--- config.mk ---
export PLATFORM = sky130hd
export DESIGN_NAME = led_sparkle_fader
export DESIGN_NICKNAME = d
export VERILOG_FILES = /design/src/rtl/core/lsf_pkg.sv /design/src/rtl/core/lsf_front.sv /design/src/rtl/core/lsf_queue.sv /design/src/rtl/core/lsf_back.sv /design/src/rtl/core/led_sparkle_fader.sv
export SDC_FILE = /design/constraint.sdc
export NUM_CORES = 2
export LEC_CHECK = 0
export ABC_AREA = 1
export BUFFER_PORTS_ARGS = -buffer_cell sky130_fd_sc_hd__buf_2
export CAP_MARGIN = 30
export CORE_MARGIN = 3
export CORE_UTILIZATION = 56
export CTS_CLUSTER_DIAMETER = 40
export DETAILED_ROUTE_END_ITERATION = 10
export PLACE_DENSITY = 0.72
export SLEW_MARGIN = 20
export SYNTH_ARGS = -nofsm -noshare
export SYNTH_HDL_FRONTEND = slang
export SYNTH_SLANG_ARGS = --single-unit
--- constraint.sdc ---
create_clock -name aclk -period 18.76 [get_ports aclk]
set_input_delay 3.752 -clock aclk [delete_from_list [all_inputs] [get_ports aclk]]
set_output_delay 3.752 -clock aclk [all_outputs]
set_load 0.03 [all_outputs]
--- src/rtl/core/lsf_pkg.sv ---
`timescale 1ns / 1ps
// ----------------------------------------------------------------------------
// lsf_pkg
// Shared constants and types of the LED sparkle fader.
// ----------------------------------------------------------------------------
package lsf_pkg;

    localparam int NUM_LEDS     = 64;
    localparam int PALETTE_SIZE = 16;

    localparam int OP_W     = 2;
    localparam int LED_W    = 6;
    localparam int SLOT_W   = 4;
    localparam int CHAN_W   = 8;
    localparam int COLOR_W  = 3 * CHAN_W;
    localparam int DELTA_W  = 10;
    localparam int RAND_W   = 16;
    localparam int SPEED_W  = 8;
    localparam int BRIGHT_W = 11;
    localparam int STEP_W   = 13;
    localparam int PAUSE_W  = 10;
    localparam int PROD_W   = SPEED_W + DELTA_W;

    localparam int S_DATA_W = 96;
    localparam int M_DATA_W = 32;

    localparam int CFG_AW = 3;
    localparam int CFG_DW = 32;

    // Operation codes carried on tuser
    localparam logic [OP_W-1:0] OP_PAL_WRITE = 2'd0;
    localparam logic [OP_W-1:0] OP_LED_INIT  = 2'd1;
    localparam logic [OP_W-1:0] OP_LED_TICK  = 2'd2;

    // Register indexes
    localparam logic REG_FADE_IN  = 1'b0;
    localparam logic REG_FADE_OUT = 1'b1;

    localparam logic [SPEED_W-1:0] FADE_IN_RESET  = 8'd30;
    localparam logic [SPEED_W-1:0] FADE_OUT_RESET = 8'd6;

    localparam int STEP_PERIOD_MS = 50;
    localparam int PAUSE_RANGE    = 800;
    localparam int FULL_BRIGHT    = 255;

    // x / 50 = (x >> 1) / 25, with (x >> 1) below 2^17
    localparam int                 STEP_RECIP_SH  = 22;
    localparam logic [17:0]        STEP_RECIP_MUL = 18'd167773;
    // x / 800 = (x >> 5) / 25, with (x >> 5) below 2^11
    localparam int                 PAUSE_RECIP_SH  = 16;
    localparam logic [11:0]        PAUSE_RECIP_MUL = 12'd2622;
    localparam int                 PAUSE_Q_W       = 7;

    // Command queue
    localparam int Q_DEPTH = 4;
    localparam int Q_AW    = $clog2(Q_DEPTH);
    localparam int Q_CW    = $clog2(Q_DEPTH + 1);

    typedef struct packed {
        logic [OP_W-1:0]     op;
        logic [LED_W-1:0]    led;
        logic [SLOT_W-1:0]   pslot;
        logic [COLOR_W-1:0]  color;
        logic [STEP_W-1:0]   step_in;
        logic [STEP_W-1:0]   step_out;
        logic [PAUSE_W-1:0]  pause;
        logic [BRIGHT_W-1:0] init_bright;
        logic [SLOT_W-1:0]   init_slot;
        logic [SLOT_W-1:0]   reseed_slot;
    } cmd_t;

    typedef struct packed {
        logic              empty;
        logic [Q_CW-1:0]   count;
    } q_status_t;

    typedef struct packed {
        logic [BRIGHT_W-1:0] bright;
        logic                rising;
        logic [SLOT_W-1:0]   slot;
    } led_state_t;

endpackage

--- src/rtl/core/lsf_front.sv ---
`timescale 1ns / 1ps
// ----------------------------------------------------------------------------
// lsf_front
// Accepts beats, drops unused codes and precomputes fade steps and reseeds.
// ----------------------------------------------------------------------------
module lsf_front
    import lsf_pkg::*;
(
    input  logic                aclk,
    input  logic                aresetn,
    input  logic                s_tvalid,
    output logic                s_tready,
    input  logic [OP_W-1:0]     s_tuser,
    input  logic [S_DATA_W-1:0] s_tdata,
    input  logic [SPEED_W-1:0]  fade_in_speed,
    input  logic [SPEED_W-1:0]  fade_out_speed,
    input  q_status_t           q_status,
    output logic                push,
    output cmd_t                push_cmd
);

    logic                accept;
    logic                op_known;
    logic [LED_W-1:0]    in_led;
    logic [SLOT_W-1:0]   in_pslot;
    logic [COLOR_W-1:0]  in_color;
    logic [DELTA_W-1:0]  in_delta;
    logic [RAND_W-1:0]   in_ra;
    logic [RAND_W-1:0]   in_rb;
    logic [RAND_W-1:0]   in_rc;
    logic [22:0]         qa_prod;
    logic [PROD_W-1:0]   p_in;
    logic [PROD_W-1:0]   p_out;
    logic [34:0]         step_in_prod;
    logic [34:0]         step_out_prod;

    logic                f1_valid_reg;
    logic [OP_W-1:0]     f1_op_reg;
    logic [LED_W-1:0]    f1_led_reg;
    logic [SLOT_W-1:0]   f1_pslot_reg;
    logic [COLOR_W-1:0]  f1_color_reg;
    logic [PROD_W-1:0]   f1_p_in_reg;
    logic [PROD_W-1:0]   f1_p_out_reg;
    logic [PAUSE_Q_W-1:0] f1_qa_reg;
    logic [PAUSE_W-1:0]  f1_ra_low_reg;
    logic [BRIGHT_W-1:0] f1_init_bright_reg;
    logic [SLOT_W-1:0]   f1_init_slot_reg;
    logic [SLOT_W-1:0]   f1_reseed_slot_reg;

    assign in_led   = s_tdata[5:0];
    assign in_pslot = s_tdata[9:6];
    // red in the top byte, blue in the bottom byte
    assign in_color = {s_tdata[17:10], s_tdata[25:18], s_tdata[33:26]};
    assign in_delta = s_tdata[43:34];
    assign in_ra    = s_tdata[59:44];
    assign in_rb    = s_tdata[75:60];
    assign in_rc    = s_tdata[91:76];

    // Leave room in the queue for the beat in the stage register
    assign s_tready = ({1'b0, q_status.count} + (Q_CW + 1)'(f1_valid_reg))
                      < (Q_CW + 1)'(Q_DEPTH);
    assign accept   = s_tvalid && s_tready;
    assign op_known = s_tuser inside {OP_PAL_WRITE, OP_LED_INIT, OP_LED_TICK};

    assign p_in    = fade_in_speed * in_delta;
    assign p_out   = fade_out_speed * in_delta;
    assign qa_prod = in_ra[15:5] * PAUSE_RECIP_MUL;

    always_ff @(posedge aclk) begin
        if (!aresetn) begin
            f1_valid_reg <= 1'b0;
        end else begin
            f1_valid_reg <= accept && op_known;
        end
    end

    always_ff @(posedge aclk) begin
        if (accept) begin
            f1_op_reg          <= s_tuser;
            f1_led_reg         <= in_led;
            f1_pslot_reg       <= in_pslot;
            f1_color_reg       <= in_color;
            f1_p_in_reg        <= p_in;
            f1_p_out_reg       <= p_out;
            f1_qa_reg          <= qa_prod[22:PAUSE_RECIP_SH];
            f1_ra_low_reg      <= in_ra[PAUSE_W-1:0];
            f1_init_bright_reg <= {3'b000, in_rb[7:0]} - {3'b000, in_ra[7:0]};
            f1_init_slot_reg   <= in_rc[SLOT_W-1:0];
            f1_reseed_slot_reg <= in_rb[SLOT_W-1:0];
        end
    end

    // Divide the products by the step period through reciprocals
    assign step_in_prod  = f1_p_in_reg[PROD_W-1:1] * STEP_RECIP_MUL;
    assign step_out_prod = f1_p_out_reg[PROD_W-1:1] * STEP_RECIP_MUL;

    assign push = f1_valid_reg;

    always_comb begin
        push_cmd.op          = f1_op_reg;
        push_cmd.led         = f1_led_reg;
        push_cmd.pslot       = f1_pslot_reg;
        push_cmd.color       = f1_color_reg;
        push_cmd.step_in     = step_in_prod[STEP_RECIP_SH +: STEP_W];
        push_cmd.step_out    = step_out_prod[STEP_RECIP_SH +: STEP_W];
        // remainder stays below 800, so the low bits suffice
        push_cmd.pause       = f1_ra_low_reg - PAUSE_W'(f1_qa_reg * PAUSE_RANGE);
        push_cmd.init_bright = f1_init_bright_reg;
        push_cmd.init_slot   = f1_init_slot_reg;
        push_cmd.reseed_slot = f1_reseed_slot_reg;
    end

endmodule

--- src/rtl/core/lsf_queue.sv ---
`timescale 1ns / 1ps
// ----------------------------------------------------------------------------
// lsf_queue
// Short command queue between the front and the back end.
// ----------------------------------------------------------------------------
module lsf_queue
    import lsf_pkg::*;
(
    input  logic      aclk,
    input  logic      aresetn,
    input  logic      push,
    input  cmd_t      push_cmd,
    input  logic      pop,
    output cmd_t      head,
    output q_status_t status
);

    cmd_t            entry_reg [Q_DEPTH];
    logic [Q_AW-1:0] wr_ptr_reg;
    logic [Q_AW-1:0] rd_ptr_reg;
    logic [Q_CW-1:0] count_reg;
    logic [Q_CW-1:0] count_next;

    always_comb begin
        count_next = count_reg;
        if (push && !pop) begin
            count_next = count_reg + 1'b1;
        end else if (!push && pop) begin
            count_next = count_reg - 1'b1;
        end
    end

    always_ff @(posedge aclk) begin
        if (!aresetn) begin
            wr_ptr_reg <= '0;
            rd_ptr_reg <= '0;
            count_reg  <= '0;
        end else begin
            if (push) begin
                wr_ptr_reg <= wr_ptr_reg + 1'b1;
            end
            if (pop) begin
                rd_ptr_reg <= rd_ptr_reg + 1'b1;
            end
            count_reg <= count_next;
        end
    end

    always_ff @(posedge aclk) begin
        if (push) begin
            entry_reg[wr_ptr_reg] <= push_cmd;
        end
    end

    assign head         = entry_reg[rd_ptr_reg];
    assign status.empty = (count_reg == '0);
    assign status.count = count_reg;

endmodule

--- src/rtl/core/lsf_back.sv ---
`timescale 1ns / 1ps
// ----------------------------------------------------------------------------
// lsf_back
// LED state read-modify-write, palette store, color scaling and output beat.
// ----------------------------------------------------------------------------
module lsf_back
    import lsf_pkg::*;
(
    input  logic                aclk,
    input  logic                aresetn,
    input  q_status_t           q_status,
    input  cmd_t                q_head,
    output logic                pop,
    output logic                m_tvalid,
    input  logic                m_tready,
    output logic [M_DATA_W-1:0] m_tdata
);

    logic                 advance;

    // LED state memory, registered read
    led_state_t           led_mem [NUM_LEDS];
    led_state_t           rd_data_reg;

    logic                 b1_valid_reg;
    cmd_t                 b1_cmd_reg;

    // Most recent state write, for the back-to-back same-LED case
    logic                 lw_valid_reg;
    logic [LED_W-1:0]     lw_idx_reg;
    led_state_t           lw_state_reg;

    logic [COLOR_W-1:0]   palette_reg [PALETTE_SIZE];

    led_state_t           cur_state;
    led_state_t           new_state;
    logic signed [13:0]   cur_ext;
    logic signed [13:0]   rise_sum;
    logic signed [13:0]   fall_diff;
    logic                 mem_we;
    logic                 pal_we;
    logic                 lit;

    logic                 b2_valid_reg;
    logic [LED_W-1:0]     b2_led_reg;
    logic [CHAN_W-1:0]    b2_level_reg;
    logic [COLOR_W-1:0]   b2_color_reg;

    logic [15:0]          prod_r;
    logic [15:0]          prod_g;
    logic [15:0]          prod_b;
    logic [16:0]          sum_r;
    logic [16:0]          sum_g;
    logic [16:0]          sum_b;

    logic                 m_valid_reg;
    logic [M_DATA_W-1:0]  m_data_reg;

    assign advance = !m_valid_reg || m_tready;
    assign pop     = advance && !q_status.empty;

    always_ff @(posedge aclk) begin
        if (pop) begin
            rd_data_reg <= led_mem[q_head.led];
        end
        if (mem_we) begin
            led_mem[b1_cmd_reg.led] <= new_state;
        end
    end

    always_ff @(posedge aclk) begin
        if (!aresetn) begin
            b1_valid_reg <= 1'b0;
            lw_valid_reg <= 1'b0;
            b2_valid_reg <= 1'b0;
            m_valid_reg  <= 1'b0;
        end else begin
            if (advance) begin
                b1_valid_reg <= pop;
                b2_valid_reg <= b1_valid_reg && (b1_cmd_reg.op == OP_LED_TICK);
                m_valid_reg  <= b2_valid_reg;
            end
            if (mem_we) begin
                lw_valid_reg <= 1'b1;
            end
        end
    end

    always_ff @(posedge aclk) begin
        if (pop) begin
            b1_cmd_reg <= q_head;
        end
        if (mem_we) begin
            lw_idx_reg   <= b1_cmd_reg.led;
            lw_state_reg <= new_state;
        end
        if (pal_we) begin
            palette_reg[b1_cmd_reg.pslot] <= b1_cmd_reg.color;
        end
    end

    // Take the forwarded state when the previous write hit the same LED
    assign cur_state = (lw_valid_reg && (lw_idx_reg == b1_cmd_reg.led)) ?
                       lw_state_reg : rd_data_reg;

    assign cur_ext   = 14'(signed'(cur_state.bright));
    assign rise_sum  = cur_ext + $signed({1'b0, b1_cmd_reg.step_in});
    assign fall_diff = cur_ext - $signed({1'b0, b1_cmd_reg.step_out});

    always_comb begin
        new_state = cur_state;
        if (b1_cmd_reg.op == OP_LED_INIT) begin
            new_state.bright = b1_cmd_reg.init_bright;
            new_state.rising = 1'b1;
            new_state.slot   = b1_cmd_reg.init_slot;
        end else if (cur_state.rising) begin
            if (rise_sum > $signed(14'(FULL_BRIGHT))) begin
                // clamp at full and turn around
                new_state.bright = BRIGHT_W'(FULL_BRIGHT);
                new_state.rising = 1'b0;
            end else begin
                new_state.bright = rise_sum[BRIGHT_W-1:0];
            end
        end else begin
            if (fall_diff[13]) begin
                // reseed with a dark pause and a new color
                new_state.bright = BRIGHT_W'(0) - {1'b0, b1_cmd_reg.pause};
                new_state.rising = 1'b1;
                new_state.slot   = b1_cmd_reg.reseed_slot;
            end else begin
                new_state.bright = fall_diff[BRIGHT_W-1:0];
            end
        end
    end

    assign mem_we = advance && b1_valid_reg &&
                    ((b1_cmd_reg.op == OP_LED_INIT) || (b1_cmd_reg.op == OP_LED_TICK));
    assign pal_we = advance && b1_valid_reg && (b1_cmd_reg.op == OP_PAL_WRITE);

    assign lit = !new_state.bright[BRIGHT_W-1] && (new_state.bright != '0);

    always_ff @(posedge aclk) begin
        if (advance) begin
            b2_led_reg   <= b1_cmd_reg.led;
            b2_level_reg <= lit ? new_state.bright[CHAN_W-1:0] : '0;
            b2_color_reg <= palette_reg[new_state.slot];
        end
    end

    // p / 255 == (p + (p >> 8) + 1) >> 8 for 8 by 8 bit products
    assign prod_r = b2_level_reg * b2_color_reg[23:16];
    assign prod_g = b2_level_reg * b2_color_reg[15:8];
    assign prod_b = b2_level_reg * b2_color_reg[7:0];
    assign sum_r  = {1'b0, prod_r} + {9'd0, prod_r[15:8]} + 17'd1;
    assign sum_g  = {1'b0, prod_g} + {9'd0, prod_g[15:8]} + 17'd1;
    assign sum_b  = {1'b0, prod_b} + {9'd0, prod_b[15:8]} + 17'd1;

    always_ff @(posedge aclk) begin
        if (advance && b2_valid_reg) begin
            m_data_reg <= {2'b00, sum_b[15:8], sum_g[15:8], sum_r[15:8], b2_led_reg};
        end
    end

    assign m_tvalid = m_valid_reg;
    assign m_tdata  = m_data_reg;

endmodule

--- src/rtl/core/led_sparkle_fader.sv ---
`timescale 1ns / 1ps
// ----------------------------------------------------------------------------
// led_sparkle_fader
// Per-LED sparkle engine: palette writes, LED seeding and fade ticks.
// ----------------------------------------------------------------------------
// Usage:
//   Input beats carry the operation code on s_tuser (palette write, LED
//   initialize, LED tick) and the operands on s_tdata. Unused codes are
//   accepted and dropped. Only a tick produces an output beat: the LED
//   index and its scaled red, green and blue drive values.
//   The two fade speeds sit on the APB port at byte addresses 0 and 4;
//   write them only while no beat is in flight.
// Timing:
//   One beat per cycle in and out, sustained while m_tready is high. A tick
//   reaches m_tvalid through the front stage, the queue, the state read, the
//   color stage and the output register. The LED state memory sets the pace:
//   one read and one write a cycle, a write forwarded to a same-LED tick behind it.
// Reset:
//   aresetn (synchronous, active low) empties the pipeline and the queue
//   and loads the fade speeds 30 and 6. LED states and palette entries hold
//   no reset value and must be written before they are read.
// Back-pressure:
//   While m_tready is low the back end holds its beats; the front end keeps
//   taking input until the four-entry command queue, with the beat in the front
//   stage register counted, is full, then drops s_tready.
// ----------------------------------------------------------------------------
module led_sparkle_fader
    import lsf_pkg::*;
(
    input  logic                aclk,
    input  logic                aresetn,
    // input stream
    input  logic                s_tvalid,
    output logic                s_tready,
    input  logic [OP_W-1:0]     s_tuser,   // [1:0] operation
    input  logic [S_DATA_W-1:0] s_tdata,   // [5:0] led_index, [9:6] palette_slot,
                                           // [17:10] color_red, [25:18] color_green,
                                           // [33:26] color_blue, [43:34] delta_ms,
                                           // [59:44] rand_a, [75:60] rand_b,
                                           // [91:76] rand_c, [95:92] zero
    // result stream
    output logic                m_tvalid,
    input  logic                m_tready,
    output logic [M_DATA_W-1:0] m_tdata,   // [5:0] led_out_index, [13:6] out_red,
                                           // [21:14] out_green, [29:22] out_blue,
                                           // [31:30] zero
    // configuration
    input  logic                psel,
    input  logic                penable,
    input  logic                pwrite,
    input  logic [CFG_AW-1:0]   paddr,
    input  logic [CFG_DW-1:0]   pwdata,
    output logic [CFG_DW-1:0]   prdata,
    output logic                pready
);

    logic [SPEED_W-1:0] fade_in_reg;
    logic [SPEED_W-1:0] fade_out_reg;
    logic               cfg_write;
    logic               reg_idx;

    logic               push;
    cmd_t               push_cmd;
    logic               pop;
    cmd_t               q_head;
    q_status_t          q_status;

    // Register file: word address selects the register
    assign pready    = 1'b1;
    assign reg_idx   = paddr[2];
    assign cfg_write = psel && penable && pwrite && pready;

    always_ff @(posedge aclk) begin
        if (!aresetn) begin
            fade_in_reg  <= FADE_IN_RESET;
            fade_out_reg <= FADE_OUT_RESET;
        end else if (cfg_write) begin
            case (reg_idx)
                REG_FADE_IN:  fade_in_reg  <= pwdata[SPEED_W-1:0];
                REG_FADE_OUT: fade_out_reg <= pwdata[SPEED_W-1:0];
                default:      fade_in_reg  <= fade_in_reg;
            endcase
        end
    end

    always_comb begin
        case (reg_idx)
            REG_FADE_IN:  prdata = {{(CFG_DW - SPEED_W){1'b0}}, fade_in_reg};
            REG_FADE_OUT: prdata = {{(CFG_DW - SPEED_W){1'b0}}, fade_out_reg};
            default:      prdata = '0;
        endcase
    end

    // Front end: accept, drop unused codes, precompute steps and reseeds
    lsf_front u_front (
        .aclk           (aclk),
        .aresetn        (aresetn),
        .s_tvalid       (s_tvalid),
        .s_tready       (s_tready),
        .s_tuser        (s_tuser),
        .s_tdata        (s_tdata),
        .fade_in_speed  (fade_in_reg),
        .fade_out_speed (fade_out_reg),
        .q_status       (q_status),
        .push           (push),
        .push_cmd       (push_cmd)
    );

    // Decouple the two halves so each can stall on its own
    lsf_queue u_queue (
        .aclk     (aclk),
        .aresetn  (aresetn),
        .push     (push),
        .push_cmd (push_cmd),
        .pop      (pop),
        .head     (q_head),
        .status   (q_status)
    );

    // Back end: LED state update, palette lookup, scaling, output beat
    lsf_back u_back (
        .aclk     (aclk),
        .aresetn  (aresetn),
        .q_status (q_status),
        .q_head   (q_head),
        .pop      (pop),
        .m_tvalid (m_tvalid),
        .m_tready (m_tready),
        .m_tdata  (m_tdata)
    );

endmodule

==> results.ini <==
[floorplan]
placementRows = 161
fp.dieArea_sq_um = 200000
core_area_sq_um = 193000
start_util = 0.566
dieWidth_um = 448
io-pin-count = 207
die_y_um = 448

[grt]
grtUsageTotal = 0.263
grt.overflow.total = 0
grt_pass1_wl_mm = 407
antenna_found_initial = 11
grt_start_max_net_pins = 215
first_global_vias = 72232

[synthesis]
synth_common_cells = 2061 x edfxtp_1, 1319 x inv_1, 1286 x nor2_1
syn_area_sq_um = 109000
synth_top_family_by_area = adder cells
synthCells = 9616
netlist.area_leader.share = 0.566
ys_ff_latch = 2091
synth_area_leader_cell = edfxtp_1
synth_xor_area_frac = 0.0115
yosysWarnings = 0
synth.distinct_cells = 54
synth_area_leaders = edfxtp_1 57%, fa_1 8.5%, ha_1 7.0%
ys.flop_type = edfxtp_1
synth_seq_area_share = 0.572
synth_edf_count = 2061
synth-compound-area-share = 0.0728
synthMuxAreaShare = 0.000824
async_flop_share = 0
synth_most_common_cell = edfxtp_1
yosys.area_share.adder = 0.155
syn_area_per_cell_sq_um = 11.4
synthSimpleGateAreaFrac = 0.123

[final_layout]
largest_reg_flops = 1024
nets = 10958
fillCellCount = 14261
multi_input_area_sq_um = 40000
synthToLayoutAreaGrowth_pct = 11.8
drive_above_1_share = 0.0847
regArea_sq_um = 62500

[timing]
period_share = 0.441
setup_tns_ns = 0
finalCriticalPeriod_ns = 8.27
finalHoldViolCount = 0
hold_ws_ns = 0.421
fin_worst_skew_ns = 0.0693
setup_slack_ns = 10.49
setup_viol = 0
rsz0062_at_grt = false
slew_headroom = 0.284
worst_slew_pin_slew_ns = 1.07
slew_viol_final = 0
fmax_ghz = 0.121

[clocking]
cts_hold_buffers = 0
numCtsBuffers = 285
h-tree-depth = 5
cts_sinks = 2091
postCtsSetupRepairBufs = 0
clkTransAtPathRegs_ns = 0.06
cts_tree = built
clock_path_buffers = 4
cts-root-buf = clkbuf_16
insertion_delay_ns = 0.93
post_cts_resized = 0

[critical_path]
path_class = in2out
path_max_fanout = 10
rr_worst_depth = 30
r2r-end = u_back.b2_color_reg[18]$_DFFE_PN_
cp.arrival_ns = 4.52
cp-start-kind = primary input
rrSetupSlack_ns = 10.94
crit_required_ns = 15.01
worstSetupEndpointType = output pin
r2r_start = u_back.b1_cmd_reg[86]$_DFFE_PP_

[worst_hold_path]
holdPathStages = 0
hp-class = reg2reg
min_to = u_back.m_tdata[4]$_DFFE_PP_
holdCritStartpoint = u_back.b2_led_reg[4]$_DFFE_PN_

[run]
maxCapViolCount = 0

[placement]
place_ws_ns = 10.14
place_hpwl_mm = 162
gp_congestion = 0.916
port_buffers = 129

[detailed_routing]
via_per_inst = 5.79
drt_pre_antenna_iters = 6
wire_per_inst_um = 21.1
routed_wl_mm = 264
ant_nets = 0
drcViolationCount = 0
vias = 72265
first_iter_violations = 7300

[status]
outcome = finished clean

==> per-layer routing <==
layer	track usage	vias to the layer above	routed length, um
li1	-	33124	-
met1	0.348	35379	104000
met2	0.438	3201	129000
met3	0.0449	561	21600
met4	0.0984	0	9320
met5	0	-	0
==> stage by stage <==
stage	area (sq um)	utilization	cells
finish	122000	0.633	12482
global route	122000	0.633	12479
CTS	122000	0.631	12462
detailed placement	113000	0.584	11970
global placement	112000	0.582	11948
floorplan	109000	-	9641
==> worst max-delay path, cell delays in order <==
cell and delay (ns):
buf_2 0.18, clkinv_1 0.24, nand2_1 0.11, nand2_1 0.06, buf_2 0.17
==> area by class of cell <==
class,instances,area share
Sequential cell,2091,0.511
Antenna cell,7,0.000143
Timing Repair Buffer,293,0.0194
Clock inverter,168,0.0131
Inverter,1336,0.0414
Tap cell,2526,0.0259
Multi-Input combinational cell,5737,0.328
Clock buffer,324,0.0612
==> cell usage in the layout, fill, tap and decap left out, types with 40 or more instances in the layout <==
master,n
xor2_1,103
nand2_1,1193
o22ai_1,83
ha_1,611
o311ai_0,130
nor2_1,1254
o211ai_1,137
buf_2,130
fa_1,463
nand3_1,512
o32ai_1,128
inv_1,1301
clkbuf_16,294
buf_4,127
edfxtp_1,2061
o21ai_0,510
xnor2_1,40
nand3b_1,147
inv_6,41
a21oi_1,194
==> cells by family after synthesis <==
logic type                 Yosys count
buffers and inverters             1813
DFF                               2091
xor gates and xnor gates           143
muxes                                8
AOI/OAI and AO/OA                 1264
adders and majority gates         1074
other                                2
and+or+nand+nor                   3221
==> worst max-delay path by stage <==
stage / endpoint / cells after the start / slack (ns) / startpoint
3_5_place_dp: u_front.f1_p_out_reg[17]$_DFFE_PP_ / 19 / 10.14 / s_tdata[37]
6_report: prdata[7] / 5 / 10.49 / paddr[2]
4_1_cts: prdata[1] / 5 / 10.49 / paddr[2]
2_1_floorplan: u_queue.count_reg[1]$_SDFFE_PN0P_ / 8 / 7.88 / m_tready
3_3_place_gp: u_front.f1_p_out_reg[17]$_DFFE_PP_ / 19 / 10.18 / s_tdata[37]
5_1_grt: u_back.b2_color_reg[22]$_DFFE_PN_ / 29 / 10.35 / u_back.b1_cmd_reg[86]$_DFFE_PP_
Power is not shown: default switching activity piles up to over one toggle a cycle in this logic, so the estimate is an artifact.
